==> src/hdl/ata_pkg.sv <==
// shared constants, types and arctangent table for the tilt angle core
`timescale 1ns / 1ps
package ata_pkg;
   localparam int RAW_W = 12;
   localparam int CFG_W = 12;
   localparam int ANG_W = 15;
   localparam int CORDIC_STEPS_DEF = 16;
   localparam int TAB_LEN = 24;
   localparam int PRESHIFT = 24;
   localparam int TERM_W = 26;
   localparam int DAT_W = 52;
   localparam int ACC_W = 32;
   localparam int XK_W = 50;
   localparam int CSR_IDX_W = 2;
   localparam logic [33:0] GAIN_Q32 = 34'd7072781453;
   // fraction part of the gain, the integer part is one
   localparam logic [31:0] GAIN_FRAC_Q32 = 32'd2777814157;
   localparam logic [11:0] MV_FULL = 12'd3300;

   typedef enum logic [CSR_IDX_W-1:0] {
      CSR_ZERO_G_X = 2'd0,
      CSR_ZERO_G_Y = 2'd1,
      CSR_ZERO_G_Z = 2'd2,
      CSR_ONE_G    = 2'd3
   } csr_idx_type;

   typedef struct packed {
      logic roll_fix;
      logic pitch_fix;
      logic signed [ANG_W-1:0] roll_val;
      logic signed [ANG_W-1:0] pitch_val;
      logic undef;
      logic neg_x;
   } side_type;

   function automatic logic signed [ACC_W-1:0] atan_entry(input int i);
      logic signed [ACC_W-1:0] t;
      begin
         t = '0;
         unique case (i)
            0: t = 32'sd294912000;  1: t = 32'sd174096719;
            2: t = 32'sd91987925;   3: t = 32'sd46694507;
            4: t = 32'sd23437865;   5: t = 32'sd11730358;
            6: t = 32'sd5866610;    7: t = 32'sd2933484;
            8: t = 32'sd1466764;    9: t = 32'sd733385;
            10: t = 32'sd366693;    11: t = 32'sd183346;
            12: t = 32'sd91673;     13: t = 32'sd45837;
            14: t = 32'sd22918;     15: t = 32'sd11459;
            16: t = 32'sd5730;      17: t = 32'sd2865;
            18: t = 32'sd1432;      19: t = 32'sd716;
            20: t = 32'sd358;       21: t = 32'sd179;
            22: t = 32'sd90;        23: t = 32'sd45;
            default: t = '0;
         endcase
         return t;
      end
   endfunction

   function automatic logic signed [ANG_W-1:0] to_cdeg(input logic signed [ACC_W-1:0] a);
      logic signed [ACC_W:0] s;
      logic signed [ACC_W-16:0] r;
      begin
         s = {a[ACC_W-1], a} + (ACC_W+1)'(32768);
         r = s[ACC_W:16];
         if (r > 17'sd9000) r = 17'sd9000;
         if (r < -17'sd9000) r = -17'sd9000;
         return r[ANG_W-1:0];
      end
   endfunction
endpackage

==> src/hdl/ata_front.sv <==
// millivolt scaling, offset removal and operand preparation
`timescale 1ns / 1ps
module ata_front import ata_pkg::*; (
   input  logic clock,
   input  logic reset,
   input  logic enable,
   input  logic in_valid,
   input  logic [RAW_W-1:0] raw_x,
   input  logic [RAW_W-1:0] raw_y,
   input  logic [RAW_W-1:0] raw_z,
   input  logic [CFG_W-1:0] zero_g_x,
   input  logic [CFG_W-1:0] zero_g_y,
   input  logic [CFG_W-1:0] zero_g_z,
   input  logic [CFG_W-1:0] one_g,
   output logic out_valid,
   output logic signed [DAT_W-1:0] roll_x,
   output logic signed [DAT_W-1:0] roll_y,
   output logic signed [DAT_W-1:0] mag_x,
   output logic signed [DAT_W-1:0] mag_y,
   output logic [TERM_W-1:0] abs_x,
   output side_type side
);
   // stage 1: products and offsets
   logic v1_ff;
   logic [23:0] px_ff, py_ff, pz_ff;
   logic [12:0] ox_ff, oy_ff;
   logic signed [13:0] oz_ff;
   // stage 2: signed terms
   logic v2_ff;
   logic signed [TERM_W-1:0] ax_ff, ay_ff, az_ff;
   logic signed [TERM_W-1:0] ax_in, ay_in, az_in;
   // stage 3: operands
   logic v3_ff;
   logic signed [DAT_W-1:0] rx_ff, ry_ff, mx_ff, my_ff;
   logic [TERM_W-1:0] absx_ff;
   side_type side_ff, side_in;
   logic signed [TERM_W-1:0] zx, zy, my, mz, mxa;

   assign ax_in = TERM_W'(signed'({2'b0, px_ff})) - TERM_W'(signed'({1'b0, ox_ff, 12'b0}));
   assign ay_in = TERM_W'(signed'({2'b0, py_ff})) - TERM_W'(signed'({1'b0, oy_ff, 12'b0}));
   assign az_in = TERM_W'(signed'({2'b0, pz_ff})) - TERM_W'({oz_ff, 12'b0});

   always_comb begin
      zx = az_ff[TERM_W-1] ? -az_ff : az_ff;
      zy = az_ff[TERM_W-1] ? -ay_ff : ay_ff;
      my = ay_ff[TERM_W-1] ? -ay_ff : ay_ff;
      mz = zx;
      mxa = ax_ff[TERM_W-1] ? -ax_ff : ax_ff;
      side_in.roll_fix = (az_ff == '0);
      side_in.roll_val = (ay_ff == '0) ? '0 : (ay_ff[TERM_W-1] ? -15'sd9000 : 15'sd9000);
      side_in.pitch_fix = (ay_ff == '0) && (az_ff == '0);
      side_in.pitch_val = (ax_ff == '0) ? '0 : (ax_ff[TERM_W-1] ? -15'sd9000 : 15'sd9000);
      // zero over zero in roll, which also covers the pitch case
      side_in.undef = (az_ff == '0) && (ay_ff == '0);
      side_in.neg_x = ax_ff[TERM_W-1];
   end

   always_ff @(posedge clock) begin
      if (reset) begin
         v1_ff <= 1'b0;
         v2_ff <= 1'b0;
         v3_ff <= 1'b0;
      end else if (enable) begin
         v1_ff <= in_valid;
         v2_ff <= v1_ff;
         v3_ff <= v2_ff;
      end
      if (enable) begin
         px_ff <= raw_x * MV_FULL;
         py_ff <= raw_y * MV_FULL;
         pz_ff <= raw_z * MV_FULL;
         ox_ff <= {1'b0, zero_g_x};
         oy_ff <= {1'b0, zero_g_y};
         oz_ff <= signed'({2'b0, zero_g_z}) - signed'({2'b0, one_g});
         ax_ff <= ax_in;
         ay_ff <= ay_in;
         az_ff <= az_in;
         rx_ff <= DAT_W'(zx) <<< PRESHIFT;
         ry_ff <= DAT_W'(zy) <<< PRESHIFT;
         mx_ff <= DAT_W'(mz) <<< PRESHIFT;
         my_ff <= DAT_W'(my) <<< PRESHIFT;
         absx_ff <= mxa;
         side_ff <= side_in;
      end
   end

   assign out_valid = v3_ff;
   assign roll_x = rx_ff;
   assign roll_y = ry_ff;
   assign mag_x = mx_ff;
   assign mag_y = my_ff;
   assign abs_x = absx_ff;
   assign side = side_ff;
endmodule

==> config.mk <==
export PLATFORM = sky130hd
export DESIGN_NAME = ata_front
export DESIGN_NICKNAME = d
export VERILOG_FILES = /design/src/hdl/ata_pkg.sv /design/src/hdl/ata_front.sv
export SDC_FILE = /design/constraint.sdc
export NUM_CORES = 1
export LEC_CHECK = 0
export ABC_CLOCK_PERIOD_IN_PS = 3980
export BUFFER_PORTS_ARGS = -buffer_cell sky130_fd_sc_hd__buf_2
export CORE_MARGIN = 8
export CORE_UTILIZATION = 39
export CTS_BUF_LIST = sky130_fd_sc_hd__clkbuf_8
export DETAILED_ROUTE_END_ITERATION = 6
export PLACE_DENSITY = 0.58
export SYNTH_ARGS = -nofsm -noshare
export SYNTH_HDL_FRONTEND = slang
export SYNTH_SLANG_ARGS = --single-unit
==> constraint.sdc <==
create_clock -name clock -period 3.98 [get_ports clock]
set_input_delay 0.199 -clock clock [delete_from_list [all_inputs] [get_ports clock]]
set_output_delay 0.199 -clock clock [all_outputs]
set_load 0.05 [all_outputs]
Yosys cells after proc, flatten, opt, wreduce, memory -nomap -nowiden:

Index checks and enable logic that the tools add are counted.

* register bits: 322
* latch bits: 0
* memory bits (writable): 0
* bits in read-only memories: 0
* input bits: 88
* output and inout bits: 269
* logic and storage cells: 42
* memories kept: 0

* add/sub/neg operators: 7
* $mul: 3
* divide/modulo/power cells: 0
* order comparisons: 0
* equal/unequal tests: 0
* shift-type cells: 0
* mux-type cells: 6
* bitwise operators: 0
* reduce and logical (&&, ||, !) cells: 4

Operator list (number)
* zero test 26 bit: 3
* two-way mux 26 bit: 3
* negator 26 bit: 3
* multiplier 12 x 10 -> 22 bit (second input constant): 3
* subtractor 24 x 24 -> 25 bit: 2
* two-way mux 15 bit: 2
* subtractor 24 x 26 -> 26 bit: 1
* two-way mux 25 bit: 1
* subtractor 12 x 12 -> 13 bit: 1
* logical AND 1 bit: 1

Logic depth before layout (Yosys ltp):

Gate-level depths: netlist (run 1).

* word-level depth: 2
* depth in mapped cells: 17
* gate-level depth less buffers: 16

Least setup slack after synthesis (run 1):

No wires, ideal clock.

* kind: input-to-reg
* from: input port raw_y[0]
* to: register py_ff[20], data pin
* library setup time: 0.278 ns
* data arrival time: 4.106 ns
* required time: 3.702 ns
* setup slack: -0.404 ns
* stages: 16
* buffers on the path: 0
* path through: ha_1 ha_1 inv_1 fa_1 inv_1 fa_1 inv_1 fa_1 inv_1 ha_1 a21oi_1 o21ai_0 o311ai_0 o221a_2 mux2i_1 o311ai_0

* word-level cells in the longest chain between the ends: 1

RTL lines
* start: declaration: RTL line ata_front.sv:9 `input logic [RAW_W-1:0] raw_y,`
* multiplier 12 x 10 -> 22 bit: RTL line ata_front.sv:70 `py_ff <= raw_y * MV_FULL;`
* end signal: assignment: RTL line ata_front.sv:70
* end: declaration: RTL line ata_front.sv:25 `logic [23:0] px_ff, py_ff, pz_ff;`

Every way passes these cells.
A chain may end at the register's enable or synchronous reset.

Worst setup path after layout (run 1):

* from: input port raw_z[0]
* to: register pz_ff[22], data pin

* word-level cells in the longest chain between the ends: 1

RTL lines
* start: declaration: RTL line ata_front.sv:10 `input logic [RAW_W-1:0] raw_z,`
* multiplier 12 x 10 -> 22 bit: RTL line ata_front.sv:71 `pz_ff <= raw_z * MV_FULL;`
* end signal: assignment: RTL line ata_front.sv:71
* end: declaration: RTL line ata_front.sv:25

Every way passes these cells.

==> metrics.txt, run 1 <==
status complete, no violations; post-layout util 0.474; EDFF count, synth 277; CTS tree built; Routed WL per cell 15.6 um; DP Area 23500 um2; startpoint types primary input; post-CTS setup buffer count 0; Worst-Margin Slew 1020 ps; GR Overflow Total 0; Cell Pwr Density 766 nW/um2; Synth top cells by count 277 x edfxtp_1, 275 x ha_1, 224 x inv_1; endpoints failing hold 0; Die Ht 247 um; cell with the most instances after synthesis edfxtp_1; Cell variety after synth 64; Seq cells post-synth 280; Max-Cap Viols 0; Vias 14.0k; ys flop type edfxtp_1; P&R area growth vs syn 19.9%; Pleak 11.5 nW; Sw Ratio 0.427; Mean Syn Cell Area 11.4 um2; Final TNS setup 0 ps; RSZ-0062 raised after global routing false; Routed Antenna Nets 0; FFs w/ async S/R, synth 0; ranking of synthesized cells by area edfxtp_1 40%, ha_1 17%, fa_1 8.8%; CTS H-tree depth 2; max-slew violation count 0; deepest clock path buffer count 3; GP Congestion 0.852; crit-path max FO 4; synthesized area 20800 um2; clock insertion delay at the later pin of the skew report 620 ps; vias in the first global route 14.5k; fraction of layout cells with a size suffix above 1 0.230; max_slew headroom 0.317; post-synth top area cell edfxtp_1; Placed Instances 2832; Peak supply drop 0.000354 V; CP endpoint kind register; largest net degree at the start of global routing 108; first-pass GRT wire length 72800 um; # DRC 0; full die area 61000 um2; die width 247 um; WS Path Type in -> reg; Root Buffer clkbuf_8; Psw 8.17 mW; nets 2691; Post-Synthesis Cells 1822; Ports 357; initial antenna violation count 3; hpwl dp 37000 um; Ys Warns 0; combinational power share 0.581; post-route cell area 24900 um2; drt via density 4.73; Starting Density 0.395; final setup violation count 0; total clock sinks 280; Int Power 10.9 mW; Tot GR Track Use 0.147; Hold Crit Class in -> reg; Power Total 19.1 mW; Seq pwr share 0.282; register area share after synthesis 0.403; non-filler cells, final 2965; first-iteration detailed-routing DRC count 601; clock power share 0.136; Min Clock Period, post-route 3800 ps; Pre-antenna DRT Iters 5; Clock transition at path regs 60 ps; fmax 263 MHz; Crit path required time 4330 ps; WL final 46200 um; core area 52700 um2; final worst-path cycle share 0.954; Rows 84; CTS Buf Count 49; top cell type's share of synthesized area 0.400; # port buffers 244; WP data arrival 4150 ps; worst-case clock skew 30.7 ps
[layer usage]
layer / track usage / up-vias / share of wire
li1: - / 6955 / -
met1: 0.174 / 6648 / 0.42
met2: 0.264 / 326 / 0.50
met3: 0.0257 / 89 / 0.055
met4: 0.0518 / 2 / 0.026
met5: 0 / - / 0.00028
[worst max-delay path, cell delays in order]
cell           delay (ps)
buf_2                 120
dlygate4sd3_1         560
buf_4                 130
ha_4                  120
inv_1                  40
fa_1                  500
inv_1                  60
fa_1                  560
fa_1                  460
ha_4                  290
and3_1                170
a221oi_4              270
a211oi_2              110
buf_4                 160
a31oi_2               170
o21bai_1               90
xor2_1                140
[metrics by stage]
step / setup WS, ps / hold WS [ps]
floorplan: 3.44 / 271
global placement: -377 / 378
detailed placement: -386 / 377
CTS: 87.3 / 0.836
global route: 32.7 / 48.1
finish: 181 / 68.6
[final cells by class]
cell class / instances / area [um2]
multi-input cells: 1234 / 11000
clock inverters: 41 / 280
clock buffers: 49 / 674
fillers: 4806 / 27700
diodes: 1 / 2.50
flip-flops and latches: 280 / 8380
inverters: 224 / 841
well taps: 688 / 861
repair buffers: 448 / 2890
[power groups by stage]
stage	combinational, mW	sequential (mW)	clock, mW
after detailed placement	11.0	5.45	0
after floorplan	7.12	6.26	0
after global routing	12.3	5.50	2.83
final	11.1	5.40	2.61
after CTS	11.1	5.41	2.72
after global placement	10.9	5.43	0
[timing repair]
item                                   in CTS  in global routing
hold buffers                               42                  0
endpoints found under the hold margin      42                  0
setup endpoints to repair                   0                  6
gates resized for setup                     0                  7
[path summary, 6_finish.rpt]
path / start / end / slack (ps) / cells past startpoint
hold / removal: raw_z[0] / pz_ff[5] / 70 / 3
hold reg to reg: py_ff[8] / ay_ff[8] / 420 / 0
setup / recovery: raw_z[0] / pz_ff[22] / 180 / 17
setup reg to reg: az_ff[7] / side[1] / 1150 / 6
[registers in the layout, indices dropped and copies added (netlist names), 23 cells and up]
name and flops:
mag_y 24, ay_ff 23, az_ff 24, roll_x 24, ax_ff 23, abs_x 24, roll_y 23
[logic make-up (layout without fill, tap and decap cells)]
family | after synthesis | after routing | synth area share
xor gates and xnor gates | 169 | 169 | 0.0712
adders and majority gates | 366 | 366 | 0.253
muxes | 8 | 8 | 0.00385
other | 1 | 115 | 0.000180
AOI/OAI and AO/OA | 276 | 276 | 0.0869
and+or+nand+nor | 301 | 301 | 0.0760
DFF | 280 | 280 | 0.403
buffers and inverters | 421 | 762 | 0.106
[cell usage in the layout, fill, tap and decap left out, types with 73 or more instances in the layout]
cell / count
nand2_1: 73
buf_4: 160
fa_1: 91
ha_1: 254
edfxtp_1: 277
conb_1: 114
inv_1: 238
buf_2: 243
xnor2_1: 133
No activity file was read; power rests on OpenSTA's default activity.
==> run 2: changes to the inputs <==
Settings changed: CELL_PAD_IN_SITES_DETAIL_PLACEMENT set to 1, CELL_PAD_IN_SITES_GLOBAL_PLACEMENT set to 1, PLACE_DENSITY 0.58 to 0.71.
==> run 2 against run 1 <==
Wire length increased by 12%. Non-clock buffer count increased by 3. Sequential share of layout area decreased by 0.057 points. Combinational power about the same. Clock-buffer cell count increased by 2. Critical path depth increased by 1. Die area unchanged. Register-to-register slack got worse by 60 ps. Clock skew increased by 4.4 ps. Critical path type unchanged. Critical endpoint is now px_ff[22]. Largest cell class unchanged.
==> metrics.txt, run 2 (synthesis gave the netlist of run 1 again) <==
nets 2696 (+0.19%); setup slack at placement -437 ps (-50.9 ps); Vias 14.3k (+1.7%); CP Cell Sequence buf_2 -> dlygate4sd3_1 -> buf_4 -> ha_1 -> inv_1 -> fa_1 -> inv_1 -> fa_1 -> inv_1 -> fa_1 -> inv_2 -> ha_4 -> o211ai_1 -> o21ai_2 -> o2111ai_2 -> a31o_2 -> or3_1 -> o2111ai_1; final worst-path cycle share 0.964 (+0.00977); Crit path required time 4400 ps (+70 ps); GP Congestion 0.874 (+2.5%); drt via density 4.80 (+1.4%); fraction of layout cells with a size suffix above 1 0.236 (+0.00620); Worst-Margin Slew 909 ps (-115 ps); first-iteration detailed-routing DRC count 496 (-17%); startpoint types primary input; # port buffers 244 (unchanged); worst hold start raw_y[3]; Rows 84 (unchanged); vias in the first global route 15.8k (+8.8%); # DRC 0 (unchanged); Seq pwr share 0.277 (-0.005); Clock transition at path regs 60 ps (about the same); Starting Density 0.395 (unchanged); final setup violation count 0 (unchanged); CTS tree built; clock power share 0.143 (+0.007); top sig layer met4; WS Path Type in -> reg; Routed Antenna Nets 0 (unchanged); hpwl dp 41900 um (+13%); Routed WL per cell 17.4 um (+11%); first-pass GRT wire length 81100 um (+11%); Max-Cap Viols 0 (unchanged); slowest cell on the critical path dlygate4sd3_1; Root Buffer clkbuf_8; fmax 261 MHz (-1.0%); Cells on Worst Hold Path 3 (unchanged); initial antenna violation count 2 (-1); CP endpoint kind register; deepest clock path buffer count 3 (unchanged); R2R Path End side[1]; total clock sinks 280 (unchanged); r2r worst-path depth 6 (unchanged); max-slew violation count 0 (unchanged); Power Total 19.5 mW (+2.2%); Hold Crit Class in -> reg; met1 wire length 21100 um (+9.3%); GR Overflow Total 0 (unchanged); WL final 51700 um (+12%); Peak supply drop 0.000399 V (+13%); reg2reg setup slack 1090 ps (-60 ps); Tot GR Track Use 0.164 (+0.0174); WP data arrival 4250 ps (+100 ps); core area 52700 um2 (unchanged); Cell Pwr Density 781 nW/um2 (+2.0%); Reg2Reg Launch Point az_ff[7]; combinational power share 0.580 (about the same); Hold EP py_ff[5]; Pre-antenna DRT Iters 4 (-1); Pleak 11.5 nW (+0.40%); leading cell type in the layout, fill and taps excluded edfxtp_1; Psw 8.43 mW (+3.3%); status complete, no violations; RSZ-0062 raised after global routing false; Ports 357 (unchanged); largest net degree at the start of global routing 98 (-9.3%); met2 routed WL 27400 um (+18%); CTS Buf Count 51 (+4.1%); max_slew headroom 0.386 (+0.0689); die width 247 um (unchanged); crit-path max FO 3 (-1); clock insertion delay at the later pin of the skew report 620 ps (about the same); Sw Ratio 0.432 (+0.00461); Min Clock Period, post-route 3840 ps (+38.9 ps); CTS H-tree depth 2 (unchanged); full die area 61000 um2 (unchanged); P&R area growth vs syn 20.1%; worst-case clock skew 35.1 ps (+4.36 ps); Int Power 11.1 mW (+1.4%); endpoints failing hold 0 (unchanged); most frequent cells in the layout 277 x edfxtp_1, 256 x ha_1, 243 x buf_2; met3 WL 2170 um (-15%); worst setup margin 142 ps (-38.9 ps); Die Ht 247 um (unchanged); slowest stage delay, CP 560 ps (about the same)
run 2: changes by cell type in the layout (fill, tap and decap cells not counted), sizes merged, moves of 2 or more:
cell / before / now
clkinv: 16 / 26
inv: 242 / 236
buf: 406 / 411
clkbuf: 49 / 51
clkinvlp: 3 / 1
dlygate4sd3: 42 / 40
run 2: timing repair:
action	in CTS	in global routing
hold buffers	40	0
endpoints found under the setup margin	0	3
buffers inserted	0	1
hold endpoints to repair	41	0
gates resized for setup	0	2
run 2: power groups by stage:
stage / combinational [mW] / clock, mW / sequential [mW]
final: 11.3 / 2.79 / 5.40
after floorplan: 7.12 / 0 / 6.26
after global placement: 11.0 / 0 / 5.42
after detailed placement: 11.4 / 0 / 5.46
after CTS: 11.5 / 2.91 / 5.41
after global routing: 12.5 / 3.01 / 5.50
run 2: final cells by class:
class | instances | area, um2
sequential | 280 | 8380
timing repair buffer | 451 | 2910
antenna | 1 | 2.50
inverter | 224 | 841
tap | 688 | 861
clock inverter | 44 | 334
multi-input combinational | 1234 | 11000
fill | 5825 | 27700
clock buffer | 51 | 702
run 2: worst max-delay path: cells and delay by family:
family / cells / cell delay (ps)
adders and majority gates: 5 / 1860
buffers and inverters: 7 / 1020
AOI/OAI and AO/OA: 5 / 800
and+or+nand+nor: 1 / 370
run 2: how the worst max path moves through the flow:
stage | cells after the start | endpoint | start
5_1_grt | 18 | px_ff[22] | raw_x[0]
3_3_place_gp | 15 | px_ff[23] | raw_x[5]
4_1_cts | 18 | px_ff[22] | raw_x[0]
3_5_place_dp | 15 | px_ff[23] | raw_x[5]
2_1_floorplan | 15 | pz_ff[22] | raw_z[1]
6_report | 18 | px_ff[22] | raw_x[0]
run 2: stage by stage:
step	instances	instance area (um2)	setup TNS [ps]	hold WS (ps)	utilization
2_1_floorplan	1935	21500	0	271	-
3_3_place_gp	2836	23500	-5390	377	0.447
4_1_cts	2971	25000	0	6.67	0.474
3_5_place_dp	2836	23500	-7860	377	0.447
5_1_grt	2973	25000	0	22.7	0.475
6_report	2973	25000	0	70.3	0.475
run 2: layer usage:
metal,track usage,up-vias
li1,-,6948
met1,0.190,6989
met2,0.310,253
met3,0.0283,68
met4,0.0426,0
met5,0,-
